[src/rtl/ptme_pkg.sv]
// ----------------------------------------------------------------------------
// ptme_pkg: shared types and constants of the page table map/unmap engine
// Pool sizing, entry bit positions, status codes, controller states and the
// command/status bundles between controller and datapath.
// ----------------------------------------------------------------------------
`default_nettype none

package ptme_pkg;

    // pool sizing
    localparam int NUM_TABLES = 16;
    localparam int ENTRIES    = 512;
    localparam int IDX_W      = $clog2(ENTRIES);
    localparam int TBL_W      = (NUM_TABLES > 1) ? $clog2(NUM_TABLES) : 1;
    localparam int CNT_W      = $clog2(NUM_TABLES + 1);
    localparam int MEM_DEPTH  = NUM_TABLES * ENTRIES;
    localparam int MEM_AW     = TBL_W + IDX_W;

    // field widths
    localparam int PA_W    = 52;
    localparam int VA_W    = 48;
    localparam int FRAME_W = 40;
    localparam int VPN_W   = 36;
    localparam int FLAGS_W = 12;
    localparam int ENTRY_W = 64;

    // entry bits
    localparam logic [FLAGS_W-1:0] BIT_P  = 12'h001;
    localparam logic [FLAGS_W-1:0] BIT_RW = 12'h002;
    localparam logic [FLAGS_W-1:0] BIT_PS = 12'h080;
    localparam int PS_POS = 7;

    // request kinds: bit 1 selects unmap
    localparam logic [1:0] KIND_MAP_4K = 2'd0;
    localparam logic [1:0] KIND_MAP_2M = 2'd1;
    localparam int         KIND_UNMAP_BIT = 1;

    // walk levels
    localparam logic [1:0] LVL_PML4 = 2'd0;
    localparam logic [1:0] LVL_PDPT = 2'd1;
    localparam logic [1:0] LVL_PD   = 2'd2;
    localparam logic [1:0] LVL_PT   = 2'd3;

    typedef enum logic [2:0] {
        ST_DONE          = 3'd0,
        ST_POOL_EXHAUST  = 3'd1,
        ST_NOT_PRESENT   = 3'd2,
        ST_LARGE_PAGE    = 3'd3,
        ST_OUTSIDE_POOL  = 3'd4
    } status_t;

    typedef enum logic [3:0] {
        S_CLEAR,
        S_IDLE,
        S_READ,
        S_EVAL,
        S_ZERO,
        S_LINK,
        S_NEXT,
        S_LEAF,
        S_DONE
    } state_t;

    // controller to datapath
    typedef struct packed {
        logic    clear_wr;   // reset sweep: zero one entry
        logic    load_req;   // capture request, start at root
        logic    rd;         // read entry of current table at current level
        logic    zero_wr;    // allocation sweep: zero one entry of new table
        logic    link_wr;    // link new table, descend into it
        logic    follow;     // descend into the table the entry points at
        logic    leaf_wr;    // write leaf or clear it on unmap
        logic    fail;       // record failure code
        status_t fail_code;
        logic    load_out;   // present the result
    } ptme_cmd_t;

    // datapath to controller
    typedef struct packed {
        logic       clear_last;
        logic       zero_last;
        logic       present;
        logic       ps_set;
        logic       in_pool;
        logic       pool_full;
        logic       unmap;
        logic       large_req;
        logic [1:0] level;
        logic       out_free;
    } ptme_stat_t;

endpackage

`default_nettype wire

[src/rtl/ptme_ctrl.sv]
// ----------------------------------------------------------------------------
// ptme_ctrl: walk controller
// Sequences the reset sweep, the level reads, table allocation and the
// final leaf write of each successful request.
// ----------------------------------------------------------------------------
`default_nettype none

module ptme_ctrl (
    input  wire logic                 clk,
    input  wire logic                 rst_n,
    input  wire logic                 in_valid,
    output logic                      in_stall,
    input  wire ptme_pkg::ptme_stat_t stat,
    output ptme_pkg::ptme_cmd_t       cmd
);

    ptme_pkg::state_t state_reg;
    ptme_pkg::state_t state_next;

    always_ff @(posedge clk or negedge rst_n)
    begin
        if (!rst_n)
        begin
            state_reg <= ptme_pkg::S_CLEAR;
        end
        else
        begin
            state_reg <= state_next;
        end
    end

    // next state
    always_comb
    begin
        state_next = state_reg;
        unique case (state_reg)
            ptme_pkg::S_CLEAR:
            begin
                if (stat.clear_last)
                begin
                    state_next = ptme_pkg::S_IDLE;
                end
            end
            ptme_pkg::S_IDLE:
            begin
                if (in_valid)
                begin
                    state_next = ptme_pkg::S_READ;
                end
            end
            ptme_pkg::S_READ:
            begin
                state_next = ptme_pkg::S_EVAL;
            end
            ptme_pkg::S_EVAL:
            begin
                priority if (!stat.present)
                begin
                    if (stat.unmap || stat.pool_full)
                    begin
                        state_next = ptme_pkg::S_DONE;
                    end
                    else
                    begin
                        state_next = ptme_pkg::S_ZERO;
                    end
                end
                else if (stat.unmap && stat.level == ptme_pkg::LVL_PD && stat.ps_set)
                begin
                    state_next = ptme_pkg::S_DONE;
                end
                else if (!stat.in_pool)
                begin
                    state_next = ptme_pkg::S_DONE;
                end
                else
                begin
                    state_next = ptme_pkg::S_NEXT;
                end
            end
            ptme_pkg::S_ZERO:
            begin
                if (stat.zero_last)
                begin
                    state_next = ptme_pkg::S_LINK;
                end
            end
            ptme_pkg::S_LINK:
            begin
                state_next = ptme_pkg::S_NEXT;
            end
            ptme_pkg::S_NEXT:
            begin
                if (stat.level == ptme_pkg::LVL_PT ||
                    (stat.level == ptme_pkg::LVL_PD && stat.large_req && !stat.unmap))
                begin
                    state_next = ptme_pkg::S_LEAF;
                end
                else
                begin
                    state_next = ptme_pkg::S_READ;
                end
            end
            ptme_pkg::S_LEAF:
            begin
                state_next = ptme_pkg::S_DONE;
            end
            ptme_pkg::S_DONE:
            begin
                if (stat.out_free)
                begin
                    state_next = ptme_pkg::S_IDLE;
                end
            end
            default:
            begin
                state_next = ptme_pkg::S_IDLE;
            end
        endcase
    end

    // outputs
    always_comb
    begin
        cmd       = '0;
        cmd.fail_code = ptme_pkg::ST_DONE;
        in_stall  = (state_reg != ptme_pkg::S_IDLE);
        unique case (state_reg)
            ptme_pkg::S_CLEAR:
            begin
                cmd.clear_wr = 1'b1;
            end
            ptme_pkg::S_IDLE:
            begin
                cmd.load_req = in_valid;
            end
            ptme_pkg::S_READ:
            begin
                cmd.rd = 1'b1;
            end
            ptme_pkg::S_EVAL:
            begin
                priority if (!stat.present)
                begin
                    if (stat.unmap)
                    begin
                        cmd.fail      = 1'b1;
                        cmd.fail_code = ptme_pkg::ST_NOT_PRESENT;
                    end
                    else if (stat.pool_full)
                    begin
                        cmd.fail      = 1'b1;
                        cmd.fail_code = ptme_pkg::ST_POOL_EXHAUST;
                    end
                end
                else if (stat.unmap && stat.level == ptme_pkg::LVL_PD && stat.ps_set)
                begin
                    cmd.fail      = 1'b1;
                    cmd.fail_code = ptme_pkg::ST_LARGE_PAGE;
                end
                else if (!stat.in_pool)
                begin
                    cmd.fail      = 1'b1;
                    cmd.fail_code = ptme_pkg::ST_OUTSIDE_POOL;
                end
                else
                begin
                    cmd.follow = 1'b1;
                end
            end
            ptme_pkg::S_ZERO:
            begin
                cmd.zero_wr = 1'b1;
            end
            ptme_pkg::S_LINK:
            begin
                cmd.link_wr = 1'b1;
            end
            ptme_pkg::S_NEXT:
            begin
            end
            ptme_pkg::S_LEAF:
            begin
                cmd.leaf_wr = 1'b1;
            end
            ptme_pkg::S_DONE:
            begin
                cmd.load_out = stat.out_free;
            end
            default:
            begin
            end
        endcase
    end

endmodule

`default_nettype wire

[config.mk]
export PLATFORM = sky130hd
export DESIGN_NAME = ptme_ctrl
export DESIGN_NICKNAME = d
export VERILOG_FILES = /design/src/rtl/ptme_pkg.sv /design/src/rtl/ptme_ctrl.sv
export SDC_FILE = /design/constraint.sdc
export NUM_CORES = 1
export LEC_CHECK = 0
export BUFFER_PORTS_ARGS = -buffer_cell sky130_fd_sc_hd__buf_2
export CAP_MARGIN = 20
export CELL_PAD_IN_SITES_DETAIL_PLACEMENT = 1
export CELL_PAD_IN_SITES_GLOBAL_PLACEMENT = 1
export CORE_UTILIZATION = 25
export CTS_CLUSTER_DIAMETER = 30
export DETAILED_ROUTE_END_ITERATION = 12
export PLACE_DENSITY = 0.83
export SLEW_MARGIN = 25
export SYNTH_ARGS = -nofsm -noshare
export SYNTH_HDL_FRONTEND = slang
export SYNTH_SLANG_ARGS = --single-unit
[constraint.sdc]
create_clock -name clk -period 1.5 [get_ports clk]
set_clock_uncertainty 0.05 [all_clocks]
set_input_delay 0.3 -clock clk [delete_from_list [all_inputs] [get_ports clk]]
set_output_delay 0.3 -clock clk [all_outputs]
set_load 0.005 [all_outputs]
## Word level (Yosys, flattened, before mapping)

Cells that the tools add are included.

| storage, ports and cells | value |
|---|---|
| bits in registers | 4 |
| latch bits | 0 |
| bits in writable memories | 0 |
| ROM bits | 0 |
| bits of input ports | 14 |
| output and inout bits | 13 |
| logic and storage cells | 52 |
| memories | 0 |

| cells by class | value |
|---|---|
| $add $sub $neg | 0 |
| multipliers | 0 |
| div/mod/pow operators | 0 |
| order comparisons | 0 |
| eq/ne operators | 15 |
| shift operators | 0 |
| mux-type cells | 27 |
| bitwise logic cells | 0 |
| reductions and logical operators | 9 |

Operator list:

| operator | count |
|---|---|
| 4-bit two-way mux | 14 |
| 4-bit case mux with 9 select lines | 1 |
| 4-bit by 3-bit == test with 1-bit output (second input constant) | 4 |
| 1-bit two-way mux | 11 |
| 4-bit by 2-bit == test with 1-bit output (second input constant) | 2 |
| 2-bit != test (second input constant) | 4 |
| 2-bit == test (second input constant) | 2 |
| 4-bit by 1-bit == test with 1-bit output (second input constant) | 1 |
| 4-bit == test (second input constant) | 1 |
| 1-bit logical AND | 4 |
| 4-bit logical NOT | 1 |
| 4-bit by 1-bit != test with 1-bit output (second input constant) | 1 |
| 4-bit AND reduction | 1 |
| 3-bit two-way mux | 1 |
| 1-bit logical OR | 2 |
| 1-bit logical NOT | 1 |

## Logic depth before layout (Yosys ltp)

Gate-level depths: netlist of run 1.

| logic depth | value |
|---|---|
| depth in word-level cells | 6 |
| mapped depth | 4 |
| depth with buffers taken out | 3 |

## Least setup slack after synthesis of run 1

Ideal clock, no wire load.

| timing path | value |
|---|---|
| path kind | register to output |
| from | reg state_reg[3] |
| to | out cmd[5] in the netlist's numbering |
| arrival | 1.056 ns |
| data required time | 1.150 ns |
| slack | 0.094 ns |
| stages on the path, launching flop included | 5 |
| path buffers | 1 |
| cell sequence | dfrtp_1 buf_2 nand2b_1 or2_2 inv_1 |

RTL lines:

| element | line | source |
|---|---|---|
| start, declared | ptme_ctrl.sv:17 | `ptme_pkg::state_t state_reg;` |
| start signal, assigned | ptme_ctrl.sv:24 | `state_reg <= ptme_pkg::S_CLEAR;` |
| start signal, assigned | ptme_ctrl.sv:28 | `state_reg <= state_next;` |
| end, declared | ptme_ctrl.sv:14 | `output ptme_pkg::ptme_cmd_t cmd` |

==> results.toml, run 1 <==
[layout]
antenna_cells = 0
layout_commonest_cell = "buf_2"
area_delta_synth_final_pct = 102
final_cell_mix = "buf_2 (26), buf_4 (14), nor3_2 (5)"
drive_above_1_share_pct = 68.4
fillers = 192
utilization_pct = 53.9
fin_nets = 114
largest_reg_flops = 4

[sta]
tightest_slew_ps = 299
slew_violations = 0
hold_viol = 0
period_share_pct = 115
tns_ps = -1280
relSlewSlack_pct = 79.8
rsz0062_at_grt = "true"
period_needed_ps = 1730
setup_violations = 14
fmax_mhz = 578
finalWorstSetupSlack_ps = -229

[yosys]
ys_ff_latch = 4
synth_compound_gate_area_share_pct = 18.0
syn_nets = 68
synthMuxAreaShare_pct = 2.52
synth_top_family_by_area = "simple AND/OR/NAND/NOR gates"
synth_cells = 54
syn_area_um2 = 397
yosys.area_share.adder_pct = 0
synth-xor-area-share_pct = 0
synth_simple_gate_area_share_pct = 44.2
seq_area_frac_synth_pct = 25.2
syn_avg_cell_area_um2 = 7.35
ys_types = 30
yosysWarnings = 0

[power]
p_int_mw = 0.877
p_seq_share_pct = 16.8
switching_power_mw = 0.633
finalPower_mw = 1.51
p_sw_share_pct = 41.9
p_clk_share_pct = 8.9
power_frac_comb_pct = 74.3
p_leak_nw = 0.419
max-vdd-ir-drop_v = 0.000737
power_density_mw_per_mm2 = 1880

[placed_design]
gp_congestion = 0.812
port_buffers = 26
hpwl_um = 1270

[critical_path]
cp_max_fo = 4
crit_type = "register to output port"
r2r_cells = 4
crit_path_start_kind = "register"
crit_path_end_kind = "output port"
cp.required_ps = 1150
critPathArrivalTime_ps = 1380

[grt]
grt_pass1_vias = 645
grt_pass1_wl_um = 3040
grt_max_degree = 10
grt_overflow = 0
grt_usage_pct = 23.3
antenna_found_initial = 0

[die]
die_y_um = 41.8
ioPinCount = 27
core-area_mm2 = 0.00149
die-area_mm2 = 0.00175
initial_core_util_pct = 26.6
fp.dieW_um = 41.8
num_rows = 14

[cts]
root_buffer = "clkbuf_4"
cts_max_level = 1
cts_tree = "built"
insertion_delay_ps = 230
numCtsBuffers = 3
clkTransAtPathRegs_ps = 40
clockBufferDepth = 2
cts_num_sinks = 4

[routing]
vias_per_cell = 5.39
drc = 0
via_count = 614
drt-initial-drc-count = 8
wl_per_cell_um = 18.5
antenna_left = 0
firstDrtPassIters = 4
drt_wl_total_um = 2110

[job]
drv_cap = 0

[outcome]
violations = "setup timing"
outcome = "finished, violations left"

[min_path]
min_path_type = "input port to async pin"
[stage by stage]
| stage | cell area, um^2 | hold slack, ps | setup slack, ps | std cells |
|---|---|---|---|---|
| after floorplan | 397 | -45.6 | 93.5 | 54 |
| after global placement | 593 | 56.9 | 40.3 | 101 |
| after detailed placement | 593 | 61.8 | -72.5 | 101 |
| after CTS | 704 | 357 | -202 | 110 |
| after global routing | 802 | 373 | -235 | 114 |
| final | 802 | 368 | -229 | 114 |
[metal layers]
metal	vias up	track usage (%)	wire length, um
met1	300	26.5	799
met5	-	0	0
met4	0	12.3	95
met2	21	41.6	1150
met3	10	3.04	65
li1	283	-	-
[power groups by stage]
stage                     Combinational [mW]  Sequential [mW]  Clock [mW]
after floorplan                        0.418            0.173           0
after global placement                 0.641            0.243           0
after detailed placement               0.667            0.255           0
after CTS                              0.824            0.255       0.140
after global routing                    1.22            0.256       0.147
final                                   1.12            0.254       0.134
[critical path, cell delays in order (launching register included)]
cell and delay [ps]:
dfrtp_2 440, and4bb_2 340, nand4_1 150, inv_1 110
buf_2 120
[cell type report]
class / count / area, um^2 / area share (%)
clock buffers: 3 / 22.5 / 2.81
inverters: 5 / 18.8 / 2.34
multi-input cells: 41 / 337 / 42.0
flip-flops and latches: 4 / 105 / 13.1
well taps: 16 / 20.0 / 2.50
repair buffers: 45 / 299 / 37.3
[repair_timing]
item	CTS	global route
endpoints found under the setup margin	13	14
setup buffers	5	4
hold buffers	1	0
hold endpoints to repair	4	0
pin swaps	5	10
resized for setup	12	13
gates cloned	0	0
[worst paths after layout]
kind | endpoint | slack [ps] | start
worst max-delay path | cmd[6] | -230 | state_reg[2]
worst min-delay path | state_reg[1] | 370 | rst_n
worst max register to register | state_reg[0] | -40 | state_reg[2]
worst min register to register | state_reg[1] | 690 | state_reg[3]
max in group asynchronous | state_reg[0] | 890 | rst_n
min in group clk | state_reg[3] | 390 | stat[0]
[cells in the mapped netlist]
master,instances,area (um^2)
a21oi_1,1,5.00
a221o_1,2,20.0
a31o_2,1,8.76
a31oi_1,1,6.26
and2_1,1,6.26
and3_1,2,12.5
and4bb_2,1,12.5
buf_2,2,10.0
buf_4,1,7.51
clkbuf_1,1,3.75
dfrtp_1,4,100
inv_1,5,18.8
mux2i_1,1,10.0
nand2_1,4,15.0
nand2b_1,1,6.26
nand3_1,1,5.00
nand3b_1,1,7.51
nand4_1,1,6.26
nand4b_1,1,8.76
nor2_1,5,18.8
nor2b_1,2,12.5
nor3_1,7,35.0
nor3b_1,1,7.51
nor4_1,1,6.26
o21a_1,1,7.51
o21ai_0,1,5.00
o311a_1,1,10.0
o311ai_0,1,8.76
or2_2,1,6.26
or3b_1,1,8.76
[cells by family after synthesis]
group | Yosys count
AOI/OAI and AO/OA | 9
buffers and inverters | 9
DFF | 4
muxes | 1
and+or+nand+nor | 31
No activity file was read; power rests on OpenSTA's default activity.
==> run 2: changes to the inputs <==
==> constraint.sdc (replaced) <==
create_clock -name clk -period 1.5 [get_ports clk]
set_clock_uncertainty 0.05 [all_clocks]
set_input_delay 0.075 -clock clk [delete_from_list [all_inputs] [get_ports clk]]
set_output_delay 0.075 -clock clk [all_outputs]
set_load 0.005 [all_outputs]
==> run 2 against run 1 <==
The run now ends clean. Global-route usage fell by 6.5 points. Non-clock buffer count fell by 11. Utilization fell by 11 points. Sequential power fell by 3%. Sequential cell count did not move. Die area did not move. Critical path depth rose by 1. Critical endpoint unchanged.
==> results.toml, run 2 (synthesis gave the netlist of run 1 again) <==
[placed_design]
port_buffers = 26
gp_congestion = 0.761
place_ws_ps = 124
hpwl_um = 1070
place_area_um2 = 548

[critical_path]
slowest_stage = "dfrtp_1"
critPathBufInv = 3
crit_path_start_kind = "register"
cp.required_ps = 1370
critPathArrivalTime_ps = 1340
critPathMaxStageDelay_ps = 360
timing.reg2reg.setup_slack_ps = 90
cp_top_family = "simple AND/OR/NAND/NOR gates"
reg2reg_from = "state_reg[1]"
r2r_cells = 3
crit_chain = "buf_6 > and4bb_2 > nand4_1 > inv_1 > buf_2"
crit_path_end_kind = "output port"
reg2reg_to = "state_reg[0]"
crit_type = "register to output port"
cp_max_fo = 10

[power]
finalPower_mw = 1.11
power_density_mw_per_mm2 = 1720
p_sw_share_pct = 42.7
p_int_mw = 0.635
switching_power_mw = 0.473
p_clk_share_pct = 12.6
p_seq_share_pct = 22.2
power_frac_comb_pct = 65.3
p_leak_nw = 0.343
max-vdd-ir-drop_v = 0.00100

[grt]
grt.busiest_layer = "met2"
grt_overflow = 0
grt_max_degree = 12
grt_usage_pct = 16.8
gr-usage-met3_pct = 3.48
met1_usage_pct = 17.7
grt_pass1_wl_um = 2240
grt_use_met2_pct = 30.3
grt_pass1_vias = 526
antenna_found_initial = 0

[routing]
wl_per_cell_um = 14.1
drt_wl_total_um = 1450
vias_per_cell = 5.33
drc = 0
firstDrtPassIters = 4
drt-initial-drc-count = 7
antenna_left = 0
via_count = 549

[sta]
hold_viol = 0
tightest_slew_ps = 296
period_needed_ps = 1460
period_share_pct = 97.4
relSlewSlack_pct = 80.0
fmax_mhz = 684
finalWorstSetupSlack_ps = 38.5
tns_ps = 0
slew_violations = 0
setup_violations = 0

[layout]
utilization_pct = 43.4
fillers = 191
antenna_cells = 0
final_cell_mix = "buf_2 (26), nor3_1 (6), inv_1 (5), buf_4 (5)"
multiInputGateArea_um2 = 282
seq_area_um2 = 103
drive_above_1_share_pct = 52.9
final_area_um2 = 646
fin_nets = 103
layout_commonest_cell = "buf_2"
area_delta_synth_final_pct = 62.8
largest_reg_flops = 4

[die]
ioPinCount = 27
core-area_mm2 = 0.00149
fp.dieW_um = 41.8
die_y_um = 41.8
die-area_mm2 = 0.00175
initial_core_util_pct = 26.6
num_rows = 14

[outcome]
outcome = "finished, final reports clean"

[cts]
cts_max_level = 1
clkTransAtPathRegs_ps = 40
cts_num_sinks = 4
cts_tree = "built"
clockBufferDepth = 2
root_buffer = "clkbuf_4"
numCtsBuffers = 3
insertion_delay_ps = 240

[min_path]
min_path_type = "input port to async pin"

[job]
drv_cap = 0
[run 2: worst reg2reg max path, stage by stage, from the launching register on]
cell	delay [ps]
dfrtp_1	390
or3b_1	380
a221o_1	360
o311a_1	110
[run 2: power groups by stage]
stage                     combinational [mW]  clock (mW)  sequential [mW]
after detailed placement               0.578           0            0.230
after global routing                   0.789       0.149            0.259
after CTS                              0.607       0.142            0.233
after global placement                 0.553           0            0.226
after floorplan                        0.418           0            0.173
final                                  0.724       0.139            0.246
[run 2: routing by layer]
metal | wire length, um | share of wire (%) | vias to the layer above
li1 | - | - | 262
met1 | 595 | 41 | 269
met2 | 760 | 52 | 14
met3 | 61 | 4.2 | 4
met4 | 36 | 2.5 | 0
met5 | 0 | 0 | -
[run 2: stage by stage]
| step | hold WS (ps) | std cells |
|---|---|---|
| finish | 127 | 103 |
| global route | 149 | 103 |
| CTS | 128 | 99 |
| detailed placement | -166 | 95 |
| global placement | -168 | 95 |
| floorplan | -271 | 54 |
[run 2: how the worst max path moves through the flow]
stage | slack (ps) | to | depth (start not counted) | start
5_1_grt | -20 | cmd[6] | 5 | state_reg[1]
2_1_floorplan | 130 | state_reg[0] | 4 | state_reg[2]
6_report | 40 | cmd[6] | 5 | state_reg[1]
3_3_place_gp | 160 | state_reg[0] | 3 | state_reg[1]
3_5_place_dp | 120 | state_reg[0] | 3 | state_reg[1]
4_1_cts | -4 | cmd[3] | 4 | state_reg[3]
[run 2: cell type report]
| class | instances | area share [%] |
|---|---|---|
| multi-input combinational | 41 | 43.6 |
| timing repair buffer | 34 | 31.0 |
| sequential | 4 | 15.9 |
| clock buffer | 3 | 3.49 |
| tap | 16 | 3.10 |
| inverter | 5 | 2.91 |
[run 2: repair_timing]
item | in CTS | in global routing
setup buffers | 0 | 4
gates resized for setup | 3 | 7
endpoints found under the hold margin | 4 | 0
pin swaps | 0 | 1
cloned | 0 | 0
hold buffers | 1 | 0
endpoints found under the setup margin | 3 | 8
